[config.mk]
export PLATFORM = sky130hd
export DESIGN_NAME = server_failover_timeout_tracker_flat
export DESIGN_NICKNAME = d
export VERILOG_FILES = /design/src/design/sft_pkg.sv /design/src/design/sft_in_if.sv /design/src/design/sft_out_if.sv /design/src/design/sft_cfg_if.sv /design/src/design/sft_elapsed_cmp.sv /design/src/design/sft_seq.sv /design/src/design/server_failover_timeout_tracker.sv /design/src/flat_wrapper.sv
export SDC_FILE = /design/constraint.sdc
export NUM_CORES = 1
export LEC_CHECK = 0
export BUFFER_PORTS_ARGS = -buffer_cell sky130_fd_sc_hd__buf_2
export CAP_MARGIN = 20
export CORE_UTILIZATION = 34
export CTS_BUF_LIST = sky130_fd_sc_hd__clkbuf_4
export CTS_CLUSTER_SIZE = 20
export DETAILED_ROUTE_END_ITERATION = 7
export PLACE_DENSITY_LB_ADDON = 0.25
export SLEW_MARGIN = 20
export SYNTH_ARGS = -nofsm -noshare
export SYNTH_HDL_FRONTEND = slang
export SYNTH_SLANG_ARGS = --single-unit
[constraint.sdc]
create_clock -name clk -period 24.9 [get_ports clk]
set_input_delay 1.245 -clock clk [delete_from_list [all_inputs] [get_ports clk]]
set_output_delay 1.245 -clock clk [all_outputs]
set_load 0.005 [all_outputs]
[src/design/sft_pkg.sv]
package sft_pkg;

  localparam int NUM_SERVERS_DEF = 4;
  localparam int SEL_W           = 3;
  localparam int TIME_W          = 32;
  localparam int CNT_W           = 16;
  localparam int MASK_W          = 8;
  localparam int CFG_IDX_W       = 2;
  localparam int CFG_DATA_W      = 32;

  localparam logic [CFG_IDX_W-1:0] CFG_WINDOW_MS      = 2'd0;
  localparam logic [CFG_IDX_W-1:0] CFG_HOLD_MS        = 2'd1;
  localparam logic [CFG_IDX_W-1:0] CFG_FAIL_THRESHOLD = 2'd2;

  localparam logic [TIME_W-1:0] WINDOW_MS_RST      = 32'd10000;
  localparam logic [TIME_W-1:0] HOLD_MS_RST        = 32'd300000;
  localparam logic [CNT_W-1:0]  FAIL_THRESHOLD_RST = 16'd5;

  localparam logic [CNT_W-1:0] CNT_MAX = 16'hFFFF;

  localparam logic CMD_TIMEOUT = 1'b0;
  localparam logic CMD_CHECK   = 1'b1;

  typedef struct packed {
    logic              cmd;
    logic [SEL_W-1:0]  server_sel;
    logic [TIME_W-1:0] now_ms;
  } item_t;

  typedef struct packed {
    logic [TIME_W-1:0] window_ms;
    logic [TIME_W-1:0] hold_ms;
    logic [CNT_W-1:0]  fail_threshold;
  } cfg_t;

  typedef struct packed {
    logic              valid;
    logic [MASK_W-1:0] failover_mask;
    logic [MASK_W-1:0] changed_mask;
  } res_t;

  typedef enum logic [1:0] {
    ST_IDLE,
    ST_WIN,
    ST_ACT,
    ST_DONE
  } state_t;

endpackage

[src/design/sft_in_if.sv]
interface sft_in_if;
  logic                           valid;
  logic                           ready;
  logic                           cmd;
  logic [sft_pkg::SEL_W-1:0]      server_sel;
  logic [sft_pkg::TIME_W-1:0]     now_ms;

  modport source (output valid, cmd, server_sel, now_ms, input ready);
  modport sink   (input valid, cmd, server_sel, now_ms, output ready);
endinterface

[src/design/sft_out_if.sv]
interface sft_out_if;
  logic                        valid;
  logic                        ready;
  logic [sft_pkg::MASK_W-1:0]  failover_mask;
  logic [sft_pkg::MASK_W-1:0]  changed_mask;

  modport source (output valid, failover_mask, changed_mask, input ready);
  modport sink   (input valid, failover_mask, changed_mask, output ready);
endinterface

[src/design/sft_cfg_if.sv]
interface sft_cfg_if;
  logic                           valid;
  logic                           ready;
  logic [sft_pkg::CFG_IDX_W-1:0]  index;
  logic [sft_pkg::CFG_DATA_W-1:0] data;

  modport source (output valid, index, data, input ready);
  modport sink   (input valid, index, data, output ready);
endinterface

[src/design/sft_elapsed_cmp.sv]
module sft_elapsed_cmp (
  input  logic [sft_pkg::TIME_W-1:0] op_a,
  input  logic [sft_pkg::TIME_W-1:0] op_b,
  input  logic [sft_pkg::TIME_W-1:0] op_c,
  output logic                       ge
);

  logic [sft_pkg::TIME_W-1:0] diff;

  // modulo 2^32 difference, so a wrapping tick counter needs no special case
  assign diff = op_a - op_b;
  assign ge   = (diff >= op_c);

endmodule

[src/design/sft_seq.sv]
module sft_seq #(
  parameter int NUM_SERVERS = sft_pkg::NUM_SERVERS_DEF
) (
  input  logic           clk,
  input  logic           rst,
  input  sft_pkg::item_t item,
  input  logic           item_valid,
  output logic           item_ready,
  input  sft_pkg::cfg_t  cfg,
  output sft_pkg::res_t  res,
  input  logic           res_take
);

  localparam int IDX_W = (NUM_SERVERS > 1) ? $clog2(NUM_SERVERS) : 1;
  localparam logic [IDX_W-1:0] IDX_LAST = IDX_W'(NUM_SERVERS - 1);

  sft_pkg::state_t state, state_next;
  logic [IDX_W-1:0] idx, idx_next;
  logic [sft_pkg::TIME_W-1:0] now_q;
  logic [NUM_SERVERS-1:0] prior_mask;
  logic [NUM_SERVERS-1:0] failed;
  logic [sft_pkg::CNT_W-1:0]  count  [NUM_SERVERS];
  logic [sft_pkg::TIME_W-1:0] wstart [NUM_SERVERS];
  logic [sft_pkg::TIME_W-1:0] fstart [NUM_SERVERS];

  logic [sft_pkg::TIME_W-1:0] op_a, op_b, op_c;
  logic ge;
  logic upd_evt, upd_win, upd_ret, upd_fail, take_item;
  logic [IDX_W-1:0] sel_idx;
  logic sel_ok;

  sft_elapsed_cmp u_cmp (
    .op_a (op_a),
    .op_b (op_b),
    .op_c (op_c),
    .ge   (ge)
  );

  assign sel_idx = item.server_sel[IDX_W-1:0];
  assign sel_ok  = (4'(item.server_sel) < 4'(NUM_SERVERS));

  always_comb begin
    state_next = state;
    idx_next   = idx;
    op_a       = now_q;
    op_b       = wstart[idx];
    op_c       = cfg.window_ms;
    upd_evt    = 1'b0;
    upd_win    = 1'b0;
    upd_ret    = 1'b0;
    upd_fail   = 1'b0;
    take_item  = 1'b0;
    case (state)
      sft_pkg::ST_IDLE: begin
        if (item_valid) begin
          take_item = 1'b1;
          idx_next  = '0;
          if (item.cmd == sft_pkg::CMD_CHECK) begin
            state_next = sft_pkg::ST_WIN;
          end else begin
            upd_evt    = sel_ok && (count[sel_idx] != sft_pkg::CNT_MAX);
            state_next = sft_pkg::ST_DONE;
          end
        end
      end
      sft_pkg::ST_WIN: begin
        if (ge) begin
          upd_win = 1'b1;
          if (idx == IDX_LAST) begin
            state_next = sft_pkg::ST_DONE;
          end else begin
            idx_next   = idx + IDX_W'(1);
            state_next = sft_pkg::ST_WIN;
          end
        end else begin
          state_next = sft_pkg::ST_ACT;
        end
      end
      sft_pkg::ST_ACT: begin
        if (failed[idx]) begin
          op_b    = fstart[idx];
          op_c    = cfg.hold_ms;
          upd_ret = ge;
        end else begin
          // reuse the unit as a plain count >= threshold compare
          op_a     = {{(sft_pkg::TIME_W - sft_pkg::CNT_W){1'b0}}, count[idx]};
          op_b     = '0;
          op_c     = {{(sft_pkg::TIME_W - sft_pkg::CNT_W){1'b0}}, cfg.fail_threshold};
          upd_fail = ge;
        end
        if (idx == IDX_LAST) begin
          state_next = sft_pkg::ST_DONE;
        end else begin
          idx_next   = idx + IDX_W'(1);
          state_next = sft_pkg::ST_WIN;
        end
      end
      sft_pkg::ST_DONE: begin
        if (res_take) begin
          state_next = sft_pkg::ST_IDLE;
        end
      end
      default: begin
        state_next = sft_pkg::ST_IDLE;
      end
    endcase
  end

  always_ff @(posedge clk) begin
    if (rst) begin
      state  <= sft_pkg::ST_IDLE;
      idx    <= '0;
      failed <= '0;
      for (int s = 0; s < NUM_SERVERS; s++) begin
        count[s]  <= '0;
        wstart[s] <= '0;
        fstart[s] <= '0;
      end
    end else begin
      state <= state_next;
      idx   <= idx_next;
      if (upd_evt) begin
        count[sel_idx] <= count[sel_idx] + sft_pkg::CNT_W'(1);
      end
      if (upd_win) begin
        wstart[idx] <= now_q;
        count[idx]  <= '0;
      end
      if (upd_ret) begin
        failed[idx] <= 1'b0;
        count[idx]  <= '0;
        fstart[idx] <= '0;
      end
      if (upd_fail) begin
        failed[idx] <= 1'b1;
        count[idx]  <= '0;
        fstart[idx] <= now_q;
      end
    end
  end

  always_ff @(posedge clk) begin
    if (take_item) begin
      now_q      <= item.now_ms;
      prior_mask <= failed;
    end
  end

  assign item_ready        = (state == sft_pkg::ST_IDLE);
  assign res.valid         = (state == sft_pkg::ST_DONE);
  assign res.failover_mask = sft_pkg::MASK_W'(failed);
  assign res.changed_mask  = sft_pkg::MASK_W'(failed ^ prior_mask);

endmodule

[src/design/server_failover_timeout_tracker.sv]
// Per-server timeout tracking with failover to an alternate. A timeout event
// (cmd 0) bumps one server's saturating count and yields one result word; a
// check pass (cmd 1) walks the servers in order through one shared
// subtract-and-compare unit, one compare per cycle: a server whose window has
// elapsed takes only the window step (ST_WIN), any other the action step
// (ST_ACT) as well. Input is taken only between items; the output register
// lets the next item be accepted while the last result word still waits.
// Configuration writes are always accepted and should be issued only while
// the block is idle.
module server_failover_timeout_tracker #(
  parameter int NUM_SERVERS = sft_pkg::NUM_SERVERS_DEF
) (
  input  logic        clk,
  input  logic        rst,
  sft_in_if.sink      in_ch,
  sft_out_if.source   out_ch,
  sft_cfg_if.sink     cfg_ch
);

  sft_pkg::cfg_t  cfg;
  sft_pkg::item_t item;
  sft_pkg::res_t  res;
  logic res_take;
  logic out_valid;
  logic [sft_pkg::MASK_W-1:0] out_fmask, out_cmask;

  assign cfg_ch.ready = 1'b1;

  always_ff @(posedge clk) begin
    if (rst) begin
      cfg.window_ms      <= sft_pkg::WINDOW_MS_RST;
      cfg.hold_ms        <= sft_pkg::HOLD_MS_RST;
      cfg.fail_threshold <= sft_pkg::FAIL_THRESHOLD_RST;
    end else if (cfg_ch.valid) begin
      case (cfg_ch.index)
        sft_pkg::CFG_WINDOW_MS:      cfg.window_ms      <= cfg_ch.data;
        sft_pkg::CFG_HOLD_MS:        cfg.hold_ms        <= cfg_ch.data;
        sft_pkg::CFG_FAIL_THRESHOLD: cfg.fail_threshold <= cfg_ch.data[sft_pkg::CNT_W-1:0];
        default: begin
        end
      endcase
    end
  end

  assign item.cmd        = in_ch.cmd;
  assign item.server_sel = in_ch.server_sel;
  assign item.now_ms     = in_ch.now_ms;

  sft_seq #(
    .NUM_SERVERS (NUM_SERVERS)
  ) u_seq (
    .clk        (clk),
    .rst        (rst),
    .item       (item),
    .item_valid (in_ch.valid),
    .item_ready (in_ch.ready),
    .cfg        (cfg),
    .res        (res),
    .res_take   (res_take)
  );

  // output slot is free when empty or being drained this cycle
  assign res_take = !out_valid || out_ch.ready;

  always_ff @(posedge clk) begin
    if (rst) begin
      out_valid <= 1'b0;
    end else if (res_take) begin
      out_valid <= res.valid;
    end
  end

  always_ff @(posedge clk) begin
    if (res_take && res.valid) begin
      out_fmask <= res.failover_mask;
      out_cmask <= res.changed_mask;
    end
  end

  assign out_ch.valid         = out_valid;
  assign out_ch.failover_mask = out_fmask;
  assign out_ch.changed_mask  = out_cmask;

endmodule

[src/flat_wrapper.sv]
// flat-port wrapper written by rule: the top's interface ports become plain ports
module server_failover_timeout_tracker_flat 
#(
  parameter int NUM_SERVERS = sft_pkg::NUM_SERVERS_DEF
)
  (clk, rst, in_ch_valid, in_ch_cmd, in_ch_server_sel, in_ch_now_ms, in_ch_ready, out_ch_valid, out_ch_failover_mask, out_ch_changed_mask, out_ch_ready, cfg_ch_valid, cfg_ch_index, cfg_ch_data, cfg_ch_ready);
  sft_in_if in_ch_i ();
  sft_out_if out_ch_i ();
  sft_cfg_if cfg_ch_i ();
  input  logic clk;
  input  logic rst;
  input wire logic [$bits(in_ch_i.valid)-1:0] in_ch_valid;
  input wire logic [$bits(in_ch_i.cmd)-1:0] in_ch_cmd;
  input wire logic [$bits(in_ch_i.server_sel)-1:0] in_ch_server_sel;
  input wire logic [$bits(in_ch_i.now_ms)-1:0] in_ch_now_ms;
  output wire logic [$bits(in_ch_i.ready)-1:0] in_ch_ready;
  output wire logic [$bits(out_ch_i.valid)-1:0] out_ch_valid;
  output wire logic [$bits(out_ch_i.failover_mask)-1:0] out_ch_failover_mask;
  output wire logic [$bits(out_ch_i.changed_mask)-1:0] out_ch_changed_mask;
  input wire logic [$bits(out_ch_i.ready)-1:0] out_ch_ready;
  input wire logic [$bits(cfg_ch_i.valid)-1:0] cfg_ch_valid;
  input wire logic [$bits(cfg_ch_i.index)-1:0] cfg_ch_index;
  input wire logic [$bits(cfg_ch_i.data)-1:0] cfg_ch_data;
  output wire logic [$bits(cfg_ch_i.ready)-1:0] cfg_ch_ready;
  assign in_ch_i.valid = in_ch_valid;
  assign in_ch_i.cmd = in_ch_cmd;
  assign in_ch_i.server_sel = in_ch_server_sel;
  assign in_ch_i.now_ms = in_ch_now_ms;
  assign in_ch_ready = in_ch_i.ready;
  assign out_ch_valid = out_ch_i.valid;
  assign out_ch_failover_mask = out_ch_i.failover_mask;
  assign out_ch_changed_mask = out_ch_i.changed_mask;
  assign out_ch_i.ready = out_ch_ready;
  assign cfg_ch_i.valid = cfg_ch_valid;
  assign cfg_ch_i.index = cfg_ch_index;
  assign cfg_ch_i.data = cfg_ch_data;
  assign cfg_ch_ready = cfg_ch_i.ready;
  server_failover_timeout_tracker #(.NUM_SERVERS(NUM_SERVERS)) u_core (.clk(clk), .rst(rst), .in_ch(in_ch_i), .out_ch(out_ch_i), .cfg_ch(cfg_ch_i));
endmodule
==> results.sh, run 1 <==
export IMPL_synth_area_leaders="edfxtp_1 (48%), mux4_2 (9.6%), dfxtp_1 (8.0%)"
export IMPL_p_sw_mw=1.37
export IMPL_start_util=0.344
export IMPL_seqPwrFrac=0.317
export IMPL_drc=24
export IMPL_power_density_mw_per_mm2=130
export IMPL_ys_async_sr_fraction=0
export IMPL_ys_top_cells_by_count="edfxtp_1 (364), nand2_1 (210), and3_1 (177)"
export IMPL_yosys_area_top_type="edfxtp_1"
export IMPL_antenna_found_initial=5
export IMPL_cts_hold_buffers=0
export IMPL_cts_tree="yes"
export IMPL_power_leakage_nw=10.1
export IMPL_r2r_end="u_core.u_seq.count[0][3]"
export IMPL_avgSynthCellArea_sq_um=12.1
export IMPL_rsz0062_at_grt="false"
export IMPL_drive_above_1_share=0.227
export IMPL_clkPwrFrac=0.213
export IMPL_synth_cells=1886
export IMPL_yosysTopAreaCellShare=0.481
export IMPL_cts_path_max_buffers=3
export IMPL_maxCapViolations=0
export IMPL_fmax_ghz=0.109
export IMPL_nNetsFinal=2155
export IMPL_numCtsBuffers=131
export IMPL_timing_final_crit_share=0.368
export IMPL_vias_per_cell=5.32
export IMPL_worstPathMaxFanout=38
export IMPL_hold_viol=0
export IMPL_die_w_microns=261
export IMPL_die_h_microns=261
export IMPL_cts_max_level=4
export IMPL_p_int_mw=2.01
export IMPL_clock_latency_ps=970
export IMPL_finalSetupTns_ps=0
export IMPL_fin_cells=2976
export IMPL_critPathKind="reg2reg"
export IMPL_ant_nets=0
export IMPL_arrival_ps=9790
export IMPL_dp_cells=2740
export IMPL_violations="design-rule violations"
export IMPL_seq_area_sq_mm=0.0128
export IMPL_slew_viol_final=0
export IMPL_dp_hpwl_microns=40000
export IMPL_syn_to_final_growth_pct=13.7
export IMPL_yosys_cell_count_top_type="edfxtp_1"
export IMPL_core_sq_mm=0.0660
export IMPL_io_buffers=84
export IMPL_hold_end="u_core.cfg[36]"
export IMPL_clkTransAtPathRegs_ps=60
export IMPL_crit_chain="buf_4 -> buf_4 -> mux4_2 -> and3_1 -> a21oi_1 -> ha_1 -> o21a_1 -> o31a_1 -> o2111ai_1 -> a31oi_1 -> a211oi_1 -> o31ai_1 -> o22ai_1 -> xor2_1 -> ha_1 -> and2_1 -> nand4_1 -> o31ai_1 -> a21bo_2 -> a2111oi_2 -> nor2_1 -> o21ai_1 -> buf_4"
export IMPL_fin_crit_ps=9150
export IMPL_hold_slack_ps=452
export IMPL_cp_end_kind="flip-flop"
export IMPL_outcome="finished with violations"
export IMPL_comb_power_share=0.470
export IMPL_dr_pass1_iters=8
export IMPL_fp_row_count=94
export IMPL_grt_pass1_wl_microns=97500
export IMPL_cp_required_ps=25530
export IMPL_r2r_cells=23
export IMPL_ctsResizeCount=0
export IMPL_grt_max_degree=97
export IMPL_routed_wl_microns=64200
export IMPL_overflow=0
export IMPL_cts_sinks=455
export IMPL_io_pins=94
export IMPL_max_slew_margin=0.282
export IMPL_synthesis_area_sq_mm=0.0227
export IMPL_wl_per_cell_microns=21.6
export IMPL_post_cts_buffers=0
export IMPL_min_from="u_core.cfg[36]"
export IMPL_seq_area_frac_synth=0.561
export IMPL_yosys_cell_types_count=67
export IMPL_synth_warnings=0
export IMPL_grt_pass1_vias=16100
export IMPL_slowest_stage="buf_4"
export IMPL_slowest_delay_ps=740
export IMPL_hold_class="reg2reg"
export IMPL_skew_ps=48.1
export IMPL_synthFlopType="edfxtp_1"
export IMPL_worst_pin_slew_ps=1070
export IMPL_pre_cts_ws_ps=15730
export IMPL_r2r_slack_ps=15750
export IMPL_finalWeightedCongestion=0.860
export IMPL_multiInputGateArea_sq_mm=0.00944
export IMPL_irDropWorstVdd_mv=0.0591
export IMPL_swShare=0.405
export IMPL_synth_seq_cells=455
export IMPL_setup_viol=0
export IMPL_clockRootBuffer="clkbuf_4"
export IMPL_critPathMostFrequentCell="buf_4"
export IMPL_fillCellCount=6366
export IMPL_critPathLaunchType="flip-flop"
export IMPL_synth_edff_count=364
export IMPL_grt_total_usage=0.193
export IMPL_vias=15800
export IMPL_dieArea_sq_mm=0.0679
export IMPL_min_path_cells=2
export IMPL_drt_iter0_drc=1345
export IMPL_fin_ws_ps=15750
-- metal layers --
layer	wire, microns	up-vias	GRT usage
li1	-	7315	-
met3	3680	107	0.0430
met1	29300	7919	0.263
met4	1400	4	0.0694
met5	29	-	0
met2	29800	488	0.301
-- power by group through the flow --
stage | clock network (mW) | logic, mW | registers (mW)
floorplan | 0 | 1.12 | 1.04
CTS | 0.741 | 1.58 | 1.07
detailed placement | 0 | 1.57 | 1.08
global route | 0.782 | 1.75 | 1.08
finish | 0.719 | 1.58 | 1.07
global placement | 0 | 1.55 | 1.08
-- placed cells by master, fill, tap and decap left out, types with 4 or more instances in the layout --
| master | instances |
|---|---|
| or2_2 | 6 |
| nand4_1 | 12 |
| clkinvlp_4 | 6 |
| conb_1 | 9 |
| mux2i_1 | 18 |
| and2_1 | 149 |
| a211oi_1 | 8 |
| nor2b_1 | 8 |
| mux4_2 | 97 |
| o21ai_0 | 29 |
| inv_1 | 32 |
| xnor2_1 | 24 |
| a21o_1 | 22 |
| buf_4 | 34 |
| nor4_1 | 8 |
| xor2_1 | 17 |
| nor2_1 | 73 |
| and3_1 | 177 |
| clkbuf_4 | 197 |
| o211ai_1 | 6 |
| nand3_1 | 28 |
| a21oi_1 | 161 |
| nand2_1 | 209 |
| ha_1 | 67 |
| o21ai_1 | 4 |
| nand2b_1 | 15 |
| clkinv_1 | 18 |
| mux2_2 | 14 |
| o21a_1 | 7 |
| edfxtp_1 | 364 |
| a31oi_1 | 6 |
| nor3_1 | 30 |
| a21boi_0 | 5 |
| buf_2 | 84 |
| inv_2 | 5 |
| dfxtp_1 | 89 |
-- how the worst max path moves through the flow --
stage | from | end | cells after the start
4_1_cts | flip-flop | u_core.u_seq.count[0][0] | 23
5_1_grt | flip-flop | u_core.u_seq.count[1][13] | 24
2_1_floorplan | flip-flop | u_core.u_seq.wstart[0][0] | 21
6_report | flip-flop | u_core.u_seq.count[0][3] | 23
3_5_place_dp | flip-flop | u_core.u_seq.count[0][2] | 23
3_3_place_gp | flip-flop | u_core.u_seq.count[0][14] | 24
-- layout make-up --
cell class,count,area share
sequential,455,0.494
multi-input combinational,1269,0.365
clock buffer,197,0.0572
tap,864,0.0418
timing repair buffer,120,0.0274
clock inverter,34,0.00920
inverter,34,0.00494
antenna,3,0.000291
-- critical path, delay by kind of cell (launching register included) --
| family | cells | cell delay [ps] |
|---|---|---|
| and+or+nand+nor | 4 | 990 |
| muxes | 1 | 590 |
| buffers and inverters | 3 | 1760 |
| AOI/OAI and AO/OA | 12 | 4290 |
| adders and majority gates | 2 | 600 |
| xor gates and xnor gates | 1 | 100 |
| DFF | 1 | 460 |
-- flip-flops by register name, summed over array words and instances, names as in the netlist, named ones only --
register                     cells
u_core.u_seq.fstart            128
u_core.u_seq.wstart            128
u_core.cfg                      80
u_core.u_seq.count              64
u_core.u_seq.now_q              32
u_core.out_ch.changed_mask       4
u_core.out_ch.failover_mask      4
u_core.u_seq.failed              4
u_core.u_seq.prior_mask          4
u_core.u_seq.idx                 2
u_core.u_seq.state               2
u_core.out_ch.valid              1
-- per-stage QoR --
stage / cell area, sq um / util / total power, mW
after global routing: 25800 / 0.392 / 3.61
after CTS: 25800 / 0.391 / 3.39
final: 25800 / 0.392 / 3.37
after global placement: 24100 / 0.365 / 2.63
after detailed placement: 24100 / 0.365 / 2.65
after floorplan: 22800 / - / 2.16
-- kinds of logic (layout without fill, tap and decap cells) --
logic type / Yosys count / in the layout / synth area share
compound gates: 283 / 283 / 0.0731
fa+ha+maj: 69 / 69 / 0.0383
simple gates: 738 / 738 / 0.170
buf+inv: 169 / 385 / 0.0301
mux: 129 / 129 / 0.111
flops: 455 / 455 / 0.561
xor+xnor: 41 / 41 / 0.0158
other cells: 2 / 12 / 0.000330
Note: power is estimated with default switching activity, not from simulation.
==> run 2: changes to the inputs <==
==> constraint.sdc (replaced) <==
create_clock -name clk -period 8.3 [get_ports clk]
set_input_delay 0.415 -clock clk [delete_from_list [all_inputs] [get_ports clk]]
set_output_delay 0.415 -clock clk [all_outputs]
set_load 0.005 [all_outputs]
==> results.sh, run 2 (synthesized netlist as in run 1, its figures left out) <==
export IMPL_core_sq_mm=0.0660
export IMPL_reg2reg_from="u_core.u_seq.idx[1]"
export IMPL_cp_required_ps=9020
export IMPL_r2r_end="u_core.u_seq.wstart[2][5]"
export IMPL_hold_end="u_core.cfg[5]"
export IMPL_power_density_mw_per_mm2=378
export IMPL_start_util=0.344
export IMPL_utilization=0.401
export IMPL_clkTransAtPathRegs_ps=70
export IMPL_routed_wl_microns=63500
export IMPL_placed_area_sq_mm=0.0242
export IMPL_worstPathMaxFanout=60
export IMPL_grt_max_degree=99
export IMPL_timing_final_crit_share=0.915
export IMPL_cp_end_kind="flip-flop"
export IMPL_drt_iter0_drc=1015
export IMPL_ant_nets=0
export IMPL_fin_crit_ps=7600
export IMPL_syn_to_final_growth_pct=16.5
export IMPL_setup_viol=0
export IMPL_rsz0062_at_grt="false"
export IMPL_finalWeightedCongestion=0.872
export IMPL_r2r_cells=24
export IMPL_drc=26
export IMPL_critPathKind="reg2reg"
export IMPL_clock_latency_ps=900
export IMPL_fp_row_count=94
export IMPL_clockRootBuffer="clkbuf_4"
export IMPL_dr_pass1_iters=7
export IMPL_grt_pass1_vias=16200
export IMPL_drive_above_1_share=0.217
export IMPL_io_buffers=84
export IMPL_slew_viol_final=0
export IMPL_final_cell_mix="edfxtp_1 (364), nand2_1 (209), clkbuf_4 (181)"
export IMPL_fin_ws_ps=704
export IMPL_arrival_ps=8310
export IMPL_die_h_microns=261
export IMPL_vias=15900
export IMPL_final_common_cell="edfxtp_1"
export IMPL_worst_pin_slew_ps=1090
export IMPL_max_slew_margin=0.272
export IMPL_fmax_ghz=0.132
export IMPL_vias_per_cell=5.23
export IMPL_min_from="cfg_ch_valid"
export IMPL_cts_tree="yes"
export IMPL_fin_area_sq_mm=0.0265
export IMPL_grt_pass1_wl_microns=96100
export IMPL_outcome="finished with violations"
export IMPL_min_path_cells=6
export IMPL_overflow=0
export IMPL_violations="design-rule violations"
export IMPL_cts_max_level=3
export IMPL_wl_per_cell_microns=20.8
export IMPL_maxCapViolations=0
export IMPL_dp_hpwl_microns=40100
export IMPL_r2r_slack_ps=700
export IMPL_hold_slack_ps=159
export IMPL_skew_ps=76.6
export IMPL_pre_cts_ws_ps=816
export IMPL_nNetsFinal=2224
export IMPL_grt_total_usage=0.188
export IMPL_antenna_found_initial=2
export IMPL_numCtsBuffers=121
export IMPL_io_pins=94
export IMPL_cts_path_max_buffers=3
export IMPL_cts_sinks=455
export IMPL_hold_viol=0
export IMPL_power_leakage_nw=10.4
export IMPL_finalSetupTns_ps=0
export IMPL_critPathLaunchType="flip-flop"
export IMPL_reg_top3="u_core.u_seq.fstart: 128 flops, u_core.u_seq.wstart: 128 flops, u_core.cfg: 80 flops"
export IMPL_die_w_microns=261
export IMPL_dieArea_sq_mm=0.0679
export IMPL_irDropWorstVdd_mv=0.203
export IMPL_hold_class="in2reg"
-- run 2: critical path, cell delays in order (launching register included) --
cell	delay, ps
dfxtp_1	650
mux4_2	400
nand2b_1	560
mux2i_1	440
inv_1	90
ha_1	280
nor2b_1	150
o31a_1	220
o2111ai_1	190
a21boi_0	280
o21ai_0	150
a21boi_0	400
nor4_1	90
a311o_1	390
ha_1	320
nand4_1	160
nor3_1	200
o21ai_0	100
o22a_1	230
a21boi_1	310
o21ai_1	200
buf_4	240
nor2_4	550
buf_4	550
and3_1	240
-- run 2: through the flow --
stage,std cells,power (mW)
final,3049,10.0
after global routing,3049,10.7
after CTS,3048,10.1
after detailed placement,2754,8.02
after global placement,2754,7.95
after floorplan,1893,6.49
-- run 2: final cells by class --
class	count	area [sq um]
Sequential cell	455	12800
Antenna cell	1	2.50
Timing Repair Buffer	199	1490
Tap cell	864	1080
Inverter	34	129
Fill cell	6253	39500
Clock buffer	181	1360
Clock inverter	46	218
Multi-Input combinational cell	1269	9440
-- run 2: where the power goes --
| group | internal (mW) | switching, mW | total (mW) | leakage [nW] |
|---|---|---|---|---|
| registers | 2.98 | 0.226 | 3.20 | 4.47 |
| clock network | 1.03 | 0.946 | 1.98 | 0.954 |
| logic | 1.92 | 2.91 | 4.83 | 4.95 |
| total | 5.93 | 4.08 | 10.0 | 10.4 |
-- run 2: repair_timing --
item,4_1_cts,5_1_grt
hold endpoints to repair,114,0
buffers inserted,0,0
resized for setup,0,0
hold buffers,67,0
-- run 2: worst max path at each step --
stage,cells past startpoint,start,to
4_1_cts,24,u_core.u_seq.idx[1],u_core.u_seq.wstart[2][5]
6_report,24,u_core.u_seq.idx[1],u_core.u_seq.wstart[2][5]
2_1_floorplan,21,flip-flop,u_core.u_seq.wstart[1][0]
5_1_grt,24,u_core.u_seq.idx[1],u_core.u_seq.wstart[0][18]
3_3_place_gp,26,u_core.u_seq.idx[1],u_core.u_seq.wstart[0][4]
3_5_place_dp,24,u_core.u_seq.idx[1],u_core.u_seq.wstart[0][12]
-- run 2: layer usage --
metal	vias to the layer above	routed length [microns]	GRT usage
met1	7890	27800	0.248
met2	507	29900	0.304
met4	0	1710	0.0750
met3	105	3970	0.0371
li1	7446	-	-
met5	-	0	0
